## src/hdl/keyed_semaphore_table_core_assert.svh

```systemverilog
// Assertion macros for the keyed semaphore table core.
`ifndef KEYED_SEMAPHORE_TABLE_CORE_ASSERT_SVH
`define KEYED_SEMAPHORE_TABLE_CORE_ASSERT_SVH
`ifndef SYNTH
`define KST_ASSERT_IMP(label, clk, rst_n, a, c) \
    label: assert property (@(posedge clk) disable iff (!rst_n) (a) |-> (c)) \
        else $error("assertion failed");
`define KST_ASSERT_NXT(label, clk, rst_n, a, c) \
    label: assert property (@(posedge clk) disable iff (!rst_n) (a) |=> (c)) \
        else $error("assertion failed");
`else
`define KST_ASSERT_IMP(label, clk, rst_n, a, c)
`define KST_ASSERT_NXT(label, clk, rst_n, a, c)
`endif
`endif

```

## src/hdl/kst_pkg.sv

```systemverilog
// Shared types and codes for the keyed semaphore table core.
package kst_pkg;

    localparam logic [2:0] REQ_CREATE = 3'd0;
    localparam logic [2:0] REQ_GET    = 3'd1;
    localparam logic [2:0] REQ_SIGNAL = 3'd2;
    localparam logic [2:0] REQ_WAIT   = 3'd3;
    localparam logic [2:0] REQ_CLOSE  = 3'd4;

    localparam logic [2:0] ST_OK          = 3'd0;
    localparam logic [2:0] ST_BAD_DESC    = 3'd1;
    localparam logic [2:0] ST_DUP_KEY     = 3'd2;
    localparam logic [2:0] ST_TABLE_FULL  = 3'd3;
    localparam logic [2:0] ST_PROC_FULL   = 3'd4;
    localparam logic [2:0] ST_KEY_MISSING = 3'd5;
    localparam logic [2:0] ST_WOULD_BLOCK = 3'd6;
    localparam logic [2:0] ST_SATURATED   = 3'd7;

    localparam logic [7:0] REF_MAX = 8'hFF;

    typedef enum logic [1:0] {
        S_IDLE,
        S_SCAN,
        S_EXEC,
        S_DONE
    } state_t;

    // controller -> datapath
    typedef struct packed {
        logic load;
        logic scan_clr;
        logic scan_step;
        logic exec;
    } cmd_t;

    // datapath -> controller
    typedef struct packed {
        logic scan_last;
    } stat_t;

endpackage

```

## src/hdl/kst_ctrl.sv

```systemverilog
// Controller state machine for the keyed semaphore table core.
module kst_ctrl
    import kst_pkg::*;
(
    input  logic  clk,
    input  logic  rst_n,
    input  logic  in_valid,
    output logic  in_ready,
    output logic  out_valid,
    input  logic  out_ready,
    output cmd_t  cmd,
    input  stat_t stat
);

    state_t state_reg, state_next;

    // state register
    always_ff @(posedge clk or negedge rst_n)
    begin
        if (!rst_n)
            state_reg <= S_IDLE;
        else
            state_reg <= state_next;
    end

    // next state and commands
    always_comb
    begin
        state_next = state_reg;
        cmd = '0;
        in_ready = 1'b0;
        out_valid = 1'b0;
        case (state_reg)
            S_IDLE:
            begin
                in_ready = 1'b1;
                if (in_valid)
                begin
                    cmd.load = 1'b1;
                    cmd.scan_clr = 1'b1;
                    state_next = S_SCAN;
                end
            end
            S_SCAN:
            begin
                cmd.scan_step = 1'b1;
                if (stat.scan_last)
                    state_next = S_EXEC;
            end
            S_EXEC:
            begin
                cmd.exec = 1'b1;
                state_next = S_DONE;
            end
            S_DONE:
            begin
                out_valid = 1'b1;
                if (out_ready)
                    state_next = S_IDLE;
            end
            default: state_next = S_IDLE;
        endcase
    end

endmodule

```

## src/hdl/kst_datapath.sv

```systemverilog
// Tables, slot scan and request execution for the keyed semaphore table core.
module kst_datapath
    import kst_pkg::*;
#(
    parameter int NUM_SEMS      = 16,
    parameter int DESC_PER_PROC = 8,
    parameter int NUM_PROCS     = 16,
    parameter int COUNT_BITS    = 16
)
(
    input  logic        clk,
    input  logic        rst_n,
    input  cmd_t        cmd,
    output stat_t       stat,
    input  logic [2:0]  req_type,
    input  logic [3:0]  proc_id,
    input  logic [15:0] sem_key_in,
    input  logic [15:0] init_count,
    input  logic [2:0]  desc_in,
    output logic [2:0]  status,
    output logic [2:0]  desc_out,
    output logic        wake_waiters
);

    localparam int SB = (NUM_SEMS > 1) ? $clog2(NUM_SEMS) : 1;
    localparam int DB = (DESC_PER_PROC > 1) ? $clog2(DESC_PER_PROC) : 1;
    localparam int TOT = NUM_PROCS * DESC_PER_PROC;
    localparam int TB = (TOT > 1) ? $clog2(TOT) : 1;
    localparam logic [COUNT_BITS-1:0] CMAX = {COUNT_BITS{1'b1}};

    logic [COUNT_BITS-1:0] count_reg [NUM_SEMS];
    logic [15:0]           key_reg   [NUM_SEMS];
    logic [7:0]            ref_reg   [NUM_SEMS];
    logic [TOT-1:0]        used_reg;

    logic [2:0]  req_reg;
    logic [3:0]  proc_reg;
    logic [15:0] key_in_reg;
    logic [15:0] init_reg;
    logic [2:0]  din_reg;

    logic [SB-1:0] scan_reg;
    logic          hit_reg, free_reg;
    logic [SB-1:0] hit_slot_reg, free_slot_reg;

    logic [2:0] status_reg, dout_reg;
    logic       wake_reg;

    // latch request
    always_ff @(posedge clk)
    begin
        if (cmd.load)
        begin
            req_reg    <= req_type;
            proc_reg   <= proc_id;
            key_in_reg <= sem_key_in;
            init_reg   <= init_count;
            din_reg    <= desc_in;
        end
    end

    // one slot per cycle: first live key match and first free slot
    always_ff @(posedge clk or negedge rst_n)
    begin
        if (!rst_n)
        begin
            scan_reg <= '0;
            hit_reg  <= 1'b0;
            free_reg <= 1'b0;
        end
        else if (cmd.scan_clr)
        begin
            scan_reg <= '0;
            hit_reg  <= 1'b0;
            free_reg <= 1'b0;
        end
        else if (cmd.scan_step)
        begin
            scan_reg <= scan_reg + 1'b1;
            if (!hit_reg && ref_reg[scan_reg] != 8'd0 && key_reg[scan_reg] == key_in_reg)
            begin
                hit_reg <= 1'b1;
                hit_slot_reg <= scan_reg;
            end
            if (!free_reg && ref_reg[scan_reg] == 8'd0)
            begin
                free_reg <= 1'b1;
                free_slot_reg <= scan_reg;
            end
        end
    end

    assign stat.scan_last = (scan_reg == SB'(NUM_SEMS - 1));

    // descriptor slot memory
    logic          ds_we;
    logic [TB-1:0] ds_waddr, ds_raddr;
    logic [SB-1:0] ds_wdata, ds_rdata;

    kst_ram #(.WIDTH(SB), .DEPTH(TOT)) u_desc_slot (
        .clk   (clk),
        .we    (ds_we),
        .waddr (ds_waddr),
        .wdata (ds_wdata),
        .raddr (ds_raddr),
        .rdata (ds_rdata)
    );

    // descriptor view of this process
    logic              proc_ok, din_ok, d_used;
    logic              have_free;
    logic [DB-1:0]     free_d;
    logic [TB-1:0]     base, idx_in, idx_free;

    assign proc_ok = ({28'd0, proc_reg} < NUM_PROCS);
    assign base    = TB'(proc_reg * DESC_PER_PROC);
    assign din_ok  = ({29'd0, din_reg} < DESC_PER_PROC);
    assign idx_in  = base + TB'(din_reg);
    assign ds_raddr = idx_in;
    assign d_used  = used_reg[idx_in];

    always_comb
    begin
        have_free = 1'b0;
        free_d = '0;
        for (int d = DESC_PER_PROC - 1; d >= 0; d--)
        begin
            if (!used_reg[base + TB'(d)])
            begin
                have_free = 1'b1;
                free_d = DB'(d);
            end
        end
    end
    assign idx_free = base + TB'(free_d);

    // decide the request
    logic [2:0] st;
    logic       wk, alloc, do_sig, do_wait, do_close, do_get, do_create;
    logic [SB-1:0] s;

    assign s = ds_rdata;

    always_comb
    begin
        st = ST_BAD_DESC;
        wk = 1'b0;
        alloc = 1'b0;
        do_sig = 1'b0;
        do_wait = 1'b0;
        do_close = 1'b0;
        do_get = 1'b0;
        do_create = 1'b0;
        if (proc_ok)
        begin
            if (req_reg == REQ_CREATE || req_reg == REQ_GET)
            begin
                if (!have_free)
                    st = ST_PROC_FULL;
                else if (req_reg == REQ_CREATE)
                begin
                    if (hit_reg)
                        st = ST_DUP_KEY;
                    else if (!free_reg)
                        st = ST_TABLE_FULL;
                    else
                    begin
                        st = ST_OK;
                        alloc = 1'b1;
                        do_create = 1'b1;
                    end
                end
                else
                begin
                    if (!hit_reg)
                        st = ST_KEY_MISSING;
                    else if (ref_reg[hit_slot_reg] == REF_MAX)
                        st = ST_TABLE_FULL;
                    else
                    begin
                        st = ST_OK;
                        alloc = 1'b1;
                        do_get = 1'b1;
                    end
                end
            end
            else if ((req_reg == REQ_SIGNAL || req_reg == REQ_WAIT
                      || req_reg == REQ_CLOSE) && din_ok && d_used)
            begin
                st = ST_OK;
                if (req_reg == REQ_SIGNAL)
                begin
                    wk = 1'b1;
                    if (count_reg[s] == CMAX)
                        st = ST_SATURATED;
                    else
                        do_sig = 1'b1;
                end
                else if (req_reg == REQ_WAIT)
                begin
                    if (count_reg[s] == '0)
                        st = ST_WOULD_BLOCK;
                    else
                        do_wait = 1'b1;
                end
                else
                    do_close = 1'b1;
            end
        end
    end

    assign ds_we    = cmd.exec && alloc;
    assign ds_waddr = idx_free;
    assign ds_wdata = do_create ? free_slot_reg : hit_slot_reg;

    // initial count saturates to the count range
    logic [COUNT_BITS-1:0] init_sat;
    always_comb
    begin
        if (COUNT_BITS < 16 && (init_reg >> COUNT_BITS) != 16'd0)
            init_sat = CMAX;
        else
            init_sat = COUNT_BITS'(init_reg);
    end

    // table updates
    always_ff @(posedge clk or negedge rst_n)
    begin
        if (!rst_n)
        begin
            used_reg <= '0;
            for (int i = 0; i < NUM_SEMS; i++)
            begin
                count_reg[i] <= '0;
                key_reg[i]   <= '0;
                ref_reg[i]   <= '0;
            end
        end
        else if (cmd.exec)
        begin
            if (alloc)
                used_reg[idx_free] <= 1'b1;
            if (do_close)
            begin
                used_reg[idx_in] <= 1'b0;
                if (ref_reg[s] != 8'd0)
                    ref_reg[s] <= ref_reg[s] - 8'd1;
            end
            if (do_create)
            begin
                count_reg[free_slot_reg] <= init_sat;
                key_reg[free_slot_reg]   <= key_in_reg;
                ref_reg[free_slot_reg]   <= 8'd1;
            end
            if (do_get)
                ref_reg[hit_slot_reg] <= ref_reg[hit_slot_reg] + 8'd1;
            if (do_sig)
                count_reg[s] <= count_reg[s] + 1'b1;
            if (do_wait)
                count_reg[s] <= count_reg[s] - 1'b1;
        end
    end

    // result register
    always_ff @(posedge clk)
    begin
        if (cmd.exec)
        begin
            status_reg <= st;
            dout_reg   <= alloc ? 3'(free_d) : 3'd0;
            wake_reg   <= wk;
        end
    end

    assign status       = status_reg;
    assign desc_out     = dout_reg;
    assign wake_waiters = wake_reg;

endmodule

```

## src/hdl/kst_ram.sv

```systemverilog
// Generic single-write, registered-read RAM.
module kst_ram #(
    parameter int WIDTH = 4,
    parameter int DEPTH = 128
)
(
    input  logic                     clk,
    input  logic                     we,
    input  logic [$clog2(DEPTH)-1:0] waddr,
    input  logic [WIDTH-1:0]         wdata,
    input  logic [$clog2(DEPTH)-1:0] raddr,
    output logic [WIDTH-1:0]         rdata
);

    logic [WIDTH-1:0] mem [DEPTH];

    // write port and registered read
    always_ff @(posedge clk)
    begin
        if (we)
            mem[waddr] <= wdata;
        rdata <= mem[raddr];
    end

endmodule

```

## src/hdl/keyed_semaphore_table_core.sv

```systemverilog
// Each transaction: accept, a scan of all NUM_SEMS slots (one slot per cycle),
// execute, then the result is held until taken.
// A new transaction is accepted only once the previous result is taken.
// Reset (rst_n, async, low) frees all slots and descriptors at once; no sweep.
// The descriptor slot RAM is not cleared; only used descriptors are read.
module keyed_semaphore_table_core
    import kst_pkg::*;
#(
    parameter int NUM_SEMS      = 16,
    parameter int DESC_PER_PROC = 8,
    parameter int NUM_PROCS     = 16,
    parameter int COUNT_BITS    = 16
)
(
    input  logic        clk,
    input  logic        rst_n,
    input  logic        in_valid,
    output logic        in_ready,
    input  logic [2:0]  req_type,
    input  logic [3:0]  proc_id,
    input  logic [15:0] sem_key_in,
    input  logic [15:0] init_count,
    input  logic [2:0]  desc_in,
    output logic        out_valid,
    input  logic        out_ready,
    output logic [2:0]  status,
    output logic [2:0]  desc_out,
    output logic        wake_waiters
);

`include "keyed_semaphore_table_core_assert.svh"

    cmd_t  cmd;
    stat_t stat;

    kst_ctrl u_ctrl (
        .clk       (clk),
        .rst_n     (rst_n),
        .in_valid  (in_valid),
        .in_ready  (in_ready),
        .out_valid (out_valid),
        .out_ready (out_ready),
        .cmd       (cmd),
        .stat      (stat)
    );

    kst_datapath #(
        .NUM_SEMS      (NUM_SEMS),
        .DESC_PER_PROC (DESC_PER_PROC),
        .NUM_PROCS     (NUM_PROCS),
        .COUNT_BITS    (COUNT_BITS)
    ) u_dp (
        .clk          (clk),
        .rst_n        (rst_n),
        .cmd          (cmd),
        .stat         (stat),
        .req_type     (req_type),
        .proc_id      (proc_id),
        .sem_key_in   (sem_key_in),
        .init_count   (init_count),
        .desc_in      (desc_in),
        .status       (status),
        .desc_out     (desc_out),
        .wake_waiters (wake_waiters)
    );

    // no new transaction while a result waits
    `KST_ASSERT_IMP(a_no_overlap, clk, rst_n, out_valid, !in_ready)
    // execute is always followed by a valid result
    `KST_ASSERT_NXT(a_exec_result, clk, rst_n, cmd.exec, out_valid)
    // wake only with signal outcomes
    `KST_ASSERT_IMP(a_wake_status, clk, rst_n, out_valid && wake_waiters,
        status == ST_OK || status == ST_SATURATED)
    // a descriptor is reported only on success
    `KST_ASSERT_IMP(a_desc_ok, clk, rst_n, out_valid && desc_out != 3'd0,
        status == ST_OK)

endmodule
```

## config.mk

```make
export PLATFORM = sky130hd
export DESIGN_NAME = keyed_semaphore_table_core
export DESIGN_NICKNAME = d
export VERILOG_FILES = /design/src/hdl/kst_pkg.sv /design/src/hdl/kst_ctrl.sv /design/src/hdl/kst_datapath.sv /design/src/hdl/kst_ram.sv /design/src/hdl/keyed_semaphore_table_core.sv
export VERILOG_INCLUDE_DIRS = /design/src /design/src/hdl
export SDC_FILE = /design/constraint.sdc
export NUM_CORES = 2
export LEC_CHECK = 0
export BUFFER_PORTS_ARGS = -buffer_cell sky130_fd_sc_hd__buf_2
export CAP_MARGIN = 5
export CORE_ASPECT_RATIO = 0.5
export CORE_MARGIN = 2
export CORE_UTILIZATION = 55
export CTS_CLUSTER_SIZE = 14
export DETAILED_ROUTE_END_ITERATION = 10
export GPL_TIMING_DRIVEN = 1
export PLACE_DENSITY_LB_ADDON = 0.2
export SLEW_MARGIN = 0
export SYNTH_ARGS = -nofsm -noshare
export SYNTH_HDL_FRONTEND = slang
export SYNTH_SLANG_ARGS = --single-unit
```

## constraint.sdc

```tcl
create_clock -name clk -period 13.51 [get_ports clk]
set_input_delay 1.351 -clock clk [delete_from_list [all_inputs] [get_ports clk]]
set_output_delay 1.351 -clock clk [all_outputs]
set_load 0.02 [all_outputs]
```

After elaboration in Yosys (flattened, before gate mapping)
Memory sizes are Yosys's and may differ from the RTL's. A register that Yosys moved wholly into a read port is not among the register bits.
Cells that the tools add are included.
{ "word_totals": {"reg_bits": 833, "mem_bits_rw": 512, "in_bits": 46, "n_memories": 1} }
{ "classes": {"addsub": 14, "order_cmp": 19, "n_eq_ne": 14, "muxes": 143, "bitwise": 12, "n_reduce_logical": 31} }
{ "memory_table": {"columns": ["memory", "words", "word_bits", "read_ports", "rd_ports_with_merged_regs", "write_ports", "line", "rtl"], "rows": [
  ["u_dp.u_desc_slot.mem", 128, 4, 1, 1, 1, "kst_ram.sv:15", "logic [WIDTH-1:0] mem [DEPTH];"]
]} }
{ "ops": {"columns": ["operator", "count"], "rows": [
  ["2-to-1 mux 256 bit", 5],
  ["2-to-1 mux 128 bit", 9],
  ["bitwise mux 256 bit", 4],
  ["bitwise mux 128 bit", 2],
  ["AND 128 bit", 1],
  ["binary-select mux 16 bit (select 4 bit)", 2],
  ["demux 16 bit (select 4 bit)", 2],
  ["inverter 128 bit", 1],
  ["OR 128 bit", 1],
  ["AND 112 bit", 1],
  ["inverter 112 bit", 1],
  ["binary-select mux 8 bit (select 4 bit)", 3],
  ["demux 8 bit (select 4 bit)", 3],
  ["2-to-1 mux 16 bit", 6],
  ["< comparator 7 x 8 -> 1 bit (second input constant)", 10],
  ["2-to-1 mux 8 bit", 9],
  ["2-to-1 mux 1 bit", 58],
  ["binary-select mux 1 bit (select 7 bit)", 8],
  ["2-to-1 mux 3 bit", 18],
  ["adder 7 x 3 -> 7 bit (second input constant)", 4],
  [">= comparator 5 bit (second input constant)", 4],
  ["inverter 4 -> 5 bit", 4],
  ["adder 16 x 1 -> 16 bit (second input constant)", 1],
  ["== test 16 bit", 1],
  ["38 further kinds", 75]
]} }

Depth between registers and ports, before layout
{ "logic_depth": {"word_depth": 21, "mapped_depth": 18} }

By module
A second synthesis with hierarchy kept.
{ "unflattened": {"cells_unflattened": 5012, "hier_area_um2": 67023.0} }
{ "modules_own_cells": {"columns": ["mod", "instances", "cells_per_inst", "area_each_um2", "seq_area_each_um2"], "rows": [
  ["kst_datapath", 1, 4087, 46661.0, 21080.2],
  ["kst_ram", 1, 908, 20193.1, 15454.8],
  ["kst_ctrl", 1, 17, 168.9, 50.0]
]} }

Worst setup path before layout
Ideal clock, no wire load.
{ "synth_path": {"path_type": "register to register", "start": "register u_dp.proc_reg[0]", "end": "memory u_dp.u_desc_slot.mem[0][1] (data pin)", "setup_ns": 1.197, "arrival_ns": 7.582, "required_time_ns": 12.313, "path_slack_ns": 4.730, "path_stages_with_launch": 15, "path_buffers": 6, "path_cell_list": "edfxtp_1 -> buf_4 -> buf_4 -> mux4_2 -> a22oi_1 -> nand2_1 -> or4b_1 -> buf_4 -> nor2_1 -> buf_6 -> buf_6 -> buf_2 -> nor2_1 -> nand2_1 -> o21ai_0"} }
{ "synth_between": {"elab_chain_len": 14, "elab_cells_between_ends": 34, "cone_classes": "add/sub: 7; mux: 27"} }
{ "synth_rtl": {"columns": ["item", "line", "rtl"], "rows": [
  ["from (decl)", "kst_datapath.sv:37", "logic [3:0] proc_reg;"],
  ["from (signal assigned)", "kst_datapath.sv:55", "proc_reg <= proc_id;"],
  ["adder 7 x 3 -> 7 bit", "kst_datapath.sv:128", "if (!used_reg[base + TB'(d)])"],
  ["binary-select mux 1 bit (select 7 bit)", "kst_datapath.sv:128", null],
  ["2-to-1 mux 1 bit (implied by the code)", "kst_datapath.sv:128", null],
  ["2-to-1 mux 1 bit (7 in series)", "kst_datapath.sv:128", null],
  ["2-to-1 mux 1 bit *", "kst_datapath.sv:128", null],
  ["2-to-1 mux 1 bit *", "kst_datapath.sv:158", "if (!have_free)"],
  ["2-to-1 mux 1 bit *", "kst_datapath.sv:156", "if (req_reg == REQ_CREATE || req_reg == REQ_GET)"],
  ["2-to-1 mux 4 bit *", "kst_datapath.sv:214", "assign ds_wdata = do_create ? free_slot_reg : hit_slot_reg;"],
  ["via u_dp.ds_wdata[1]", "kst_datapath.sv:98", "logic [SB-1:0] ds_wdata, ds_rdata;"],
  ["to (decl)", "kst_ram.sv:15", null]
]} }
The timed path passes the listed nets; every way through them passes the cells marked *. The select of a mux whose other input is x is not followed.

Worst setup path after layout
{ "layout_path": {"start": "register u_dp.proc_reg[1]", "end": "register u_dp.key_reg[170] in the netlist's numbering"} }
{ "layout_between": {"elab_chain_len": 14, "elab_cells_between_ends": 34, "cone_classes": "add/sub: 7; mux: 26; reduce/logical: 1"} }
{ "layout_rtl": {"columns": ["item", "line", "rtl"], "rows": [
  ["adder 7 x 3 -> 7 bit", "kst_datapath.sv:128", null],
  ["binary-select mux 1 bit (select 7 bit)", "kst_datapath.sv:128", null],
  ["2-to-1 mux 1 bit (implied by the code)", "kst_datapath.sv:128", null],
  ["2-to-1 mux 1 bit (7 in series)", "kst_datapath.sv:128", null],
  ["2-to-1 mux 1 bit *", "kst_datapath.sv:128", null],
  ["2-to-1 mux 1 bit *", "kst_datapath.sv:158", null],
  ["2-to-1 mux 1 bit *", "kst_datapath.sv:156", null],
  ["AND reduction 2 bit (no source line) *", null, null],
  ["to (signal, indexed assignment)", "kst_datapath.sv:252", "key_reg[free_slot_reg] <= key_in_reg;"],
  ["to (decl)", "kst_datapath.sv:32", "logic [15:0] key_reg [NUM_SEMS];"]
]} }
Every way passes the cells marked *; elsewhere a longest branch is shown, timed or not. The select of a mux whose other input is x is not followed.
A chain may end at the register's enable or synchronous reset.

==> results.toml <==
[timing]
tns_ns = 0
fmax_mhz = 158
worst_slew_pin_slew_ns = 1.43
fin_crit_sh_pct = 46.8
setup_viol = 0
drv_slew = 0
fin_crit_ns = 6.32
hold_viol = 0
worst_slack_ns = 7.19
slew_headroom_pct = 3.14
rsz0062_at_grt = "no"
fin_skew_ns = 0.0914

[die]
placeableCoreArea_mm2 = 0.126
num_rows = 92
io_pins = 55
die_area_mm2 = 0.130
start_util_pct = 55.4
die_x_um = 508
die_h_um = 256

[worst_setup_path]
crit_arrival_ns = 6.96
critPathMaxFanout = 61
path_class = "flip-flop to flip-flop"
start_kind = "flip-flop"
crit_required_ns = 14.15
end_kind = "flip-flop"

[routing]
drtPass1Iterations = 9
routed_via_density = 7.29
drc = 0
wl_per_cell_um = 33.3
dr.first_iter.drc_count = 7724
wl_mm = 235
drtAntennaViolNets = 0
num_vias = 51500

[run]
drv_cap = 0

[min_path]
holdCritPathClass = "flip-flop to flip-flop"

[synth]
synthCells = 5436
synth.avg_cell_area_um2 = 12.8
yosysTopAreaCell = "dfrtp_1"
synth-edff-count = 569
synth.yosys.seq_area_share_pct = 52.4
ys_async_sr_fraction_pct = 57.5
synthMostInstantiatedCell = "dfrtp_1"
synth_area_leaders = "dfrtp_1 (28%), edfxtp_1 (24%), mux4_2 (7.8%)"
yosysWarnings = 0
synth_top_area_share_pct = 27.8
synth_flop_cell = "dfrtp_1"
synth-seq-cells = 1349
syn-cell-area_mm2 = 0.0698
syn_nets = 5493
synth_commonest_cells = "dfrtp_1 (776), edfxtp_1 (569), mux2_2 (417)"
synth_cell_types = 105

[global_routing]
met2_usage_pct = 53.6
gr-total-overflow = 0
grt_first_pass_wirelength_mm = 346
top_usage_layer = "met2"
gr-usage-met1_pct = 50.5
grt_max_degree = 220
grt_pass1_vias = 50700
grtUsageTotal_pct = 35.9
grtUsageMet3_pct = 8.55
antenna_found_initial = 5

[cells_and_area]
design_area_mm2 = 0.0749
seq_area_mm2 = 0.0366
multi_input_area_mm2 = 0.0306
num-nets-final = 5330
largest_register_ffs = 512
layoutNonFillerInstCount = 7069
drive_above_1_share_pct = 21.5
area_growth_syn_to_layout_pct = 7.42
fillCellCount = 9846

[clock_tree]
cts_max_level = 3
cts_sinks = 1349
postCtsSetupRepairBufs = 0
ctsLongestPathBuffers = 3
hold_buffers = 0
worstSkewPairLatency_ns = 0.82
cts_resized = 0
cts_buffers = 118
clk_pin_slew_worst_paths_ns = 0.07
cts_tree = "built"
cts-root-buf = "clkbuf_16"

[pwr]
p_comb_share_pct = 31.4
p_clk_share_pct = 27.5
total_leakage_power_nw = 30.3
netSwitchingFraction_pct = 37.9
ir_drop_mv = 0.127
pwr-share-seq_pct = 41.1
finalPower_mw = 12.4
powerDensity_mw_per_mm2 = 166
intPower_mw = 7.73
switching_power_mw = 4.72

[place]
io_buffers = 54
dp_hpwl_mm = 152
place.gp.congestion = 1.03
post_dp_cell_area_mm2 = 0.0711
post-place-ws_ns = 7.35
dp_cells = 6845

[outcome]
status = "completed"
-- layout make-up --
type / instances / share of cell area [%]
sequential: 1349 / 48.8
multi-input combinational: 3482 / 40.8
clock buffer: 190 / 4.56
tap: 1692 / 2.83
timing repair buffer: 187 / 1.74
inverter: 135 / 0.680
clock inverter: 33 / 0.518
antenna: 1 / 0.00334
-- cell usage in the layout, fill, tap and decap left out, types with 102 or more instances in the layout --
| cell type | count |
|---|---|
| clkbuf_16 | 119 |
| o221ai_1 | 102 |
| a221o_1 | 106 |
| a22oi_1 | 271 |
| a22o_1 | 110 |
| nor2_1 | 297 |
| mux2i_1 | 338 |
| buf_4 | 131 |
| edfxtp_1 | 569 |
| a21oi_1 | 136 |
| nand2_1 | 169 |
| inv_1 | 129 |
| mux2_2 | 415 |
| mux4_2 | 242 |
| nand3_1 | 146 |
| dfrtp_1 | 774 |
-- power groups by stage --
stage / logic, mW / registers [mW] / clock network [mW]
3_5_place_dp: 3.78 / 5.17 / 0
4_1_cts: 3.79 / 5.09 / 3.45
6_report: 3.91 / 5.11 / 3.42
3_3_place_gp: 3.71 / 5.15 / 0
5_1_grt: 4.08 / 5.15 / 3.62
2_1_floorplan: 2.72 / 4.90 / 0
-- path summary, 6_finish.rpt --
kind | cells after the start | start | to | slack [ns]
max | 11 | u_dp.proc_reg[1] | u_dp.key_reg[170] | 7.19
min | 1 | u_dp.key_reg[214] | u_dp.key_reg[214] | 0.50
max reg2reg | 11 | u_dp.proc_reg[1] | u_dp.key_reg[170] | 7.19
min reg2reg | 1 | u_dp.key_reg[214] | u_dp.key_reg[214] | 0.50
max in group asynchronous | 4 | rst_n | u_dp.count_reg[63] | 9.59
min in group asynchronous | 1 | rst_n | u_dp.key_reg[233] | 0.58
-- worst max-delay path: stages (launching register included) --
cell and delay, ns:
edfxtp_1 0.34, buf_4 0.45, buf_4 0.72, mux4_2 0.62, a22o_1 0.28, nor2_1 0.20
or4b_1 0.63, nor2_4 0.13, buf_4 0.29, nor4_1 0.95, nand2_1 0.89, mux2_2 0.54
-- per-layer routing --
layer / part of all wire [%] / wire length [um]
met3: 11 / 24800
met5: 0.014 / 34
met1: 40 / 94200
met2: 45 / 105000
met4: 4.8 / 11200
-- through the flow --
stage                     utilization, %  hold WS, ns
after floorplan                        -        0.460
after global placement              56.5        0.481
after detailed placement            56.5        0.490
after CTS                           59.5        0.505
after global routing                59.5        0.512
final                               59.5        0.502
-- cells by family after synthesis --
kind of cell    Yosys count  share of synthesized area [%]
compound gates         1274                           14.1
buf+inv                 605                           3.98
mux                    1009                           19.8
xor+xnor                 57                          0.775
fa+ha+maj                11                          0.197
flops                  1349                           52.4
simple gates           1131                           8.65
(Power assumes the default switching activity.)
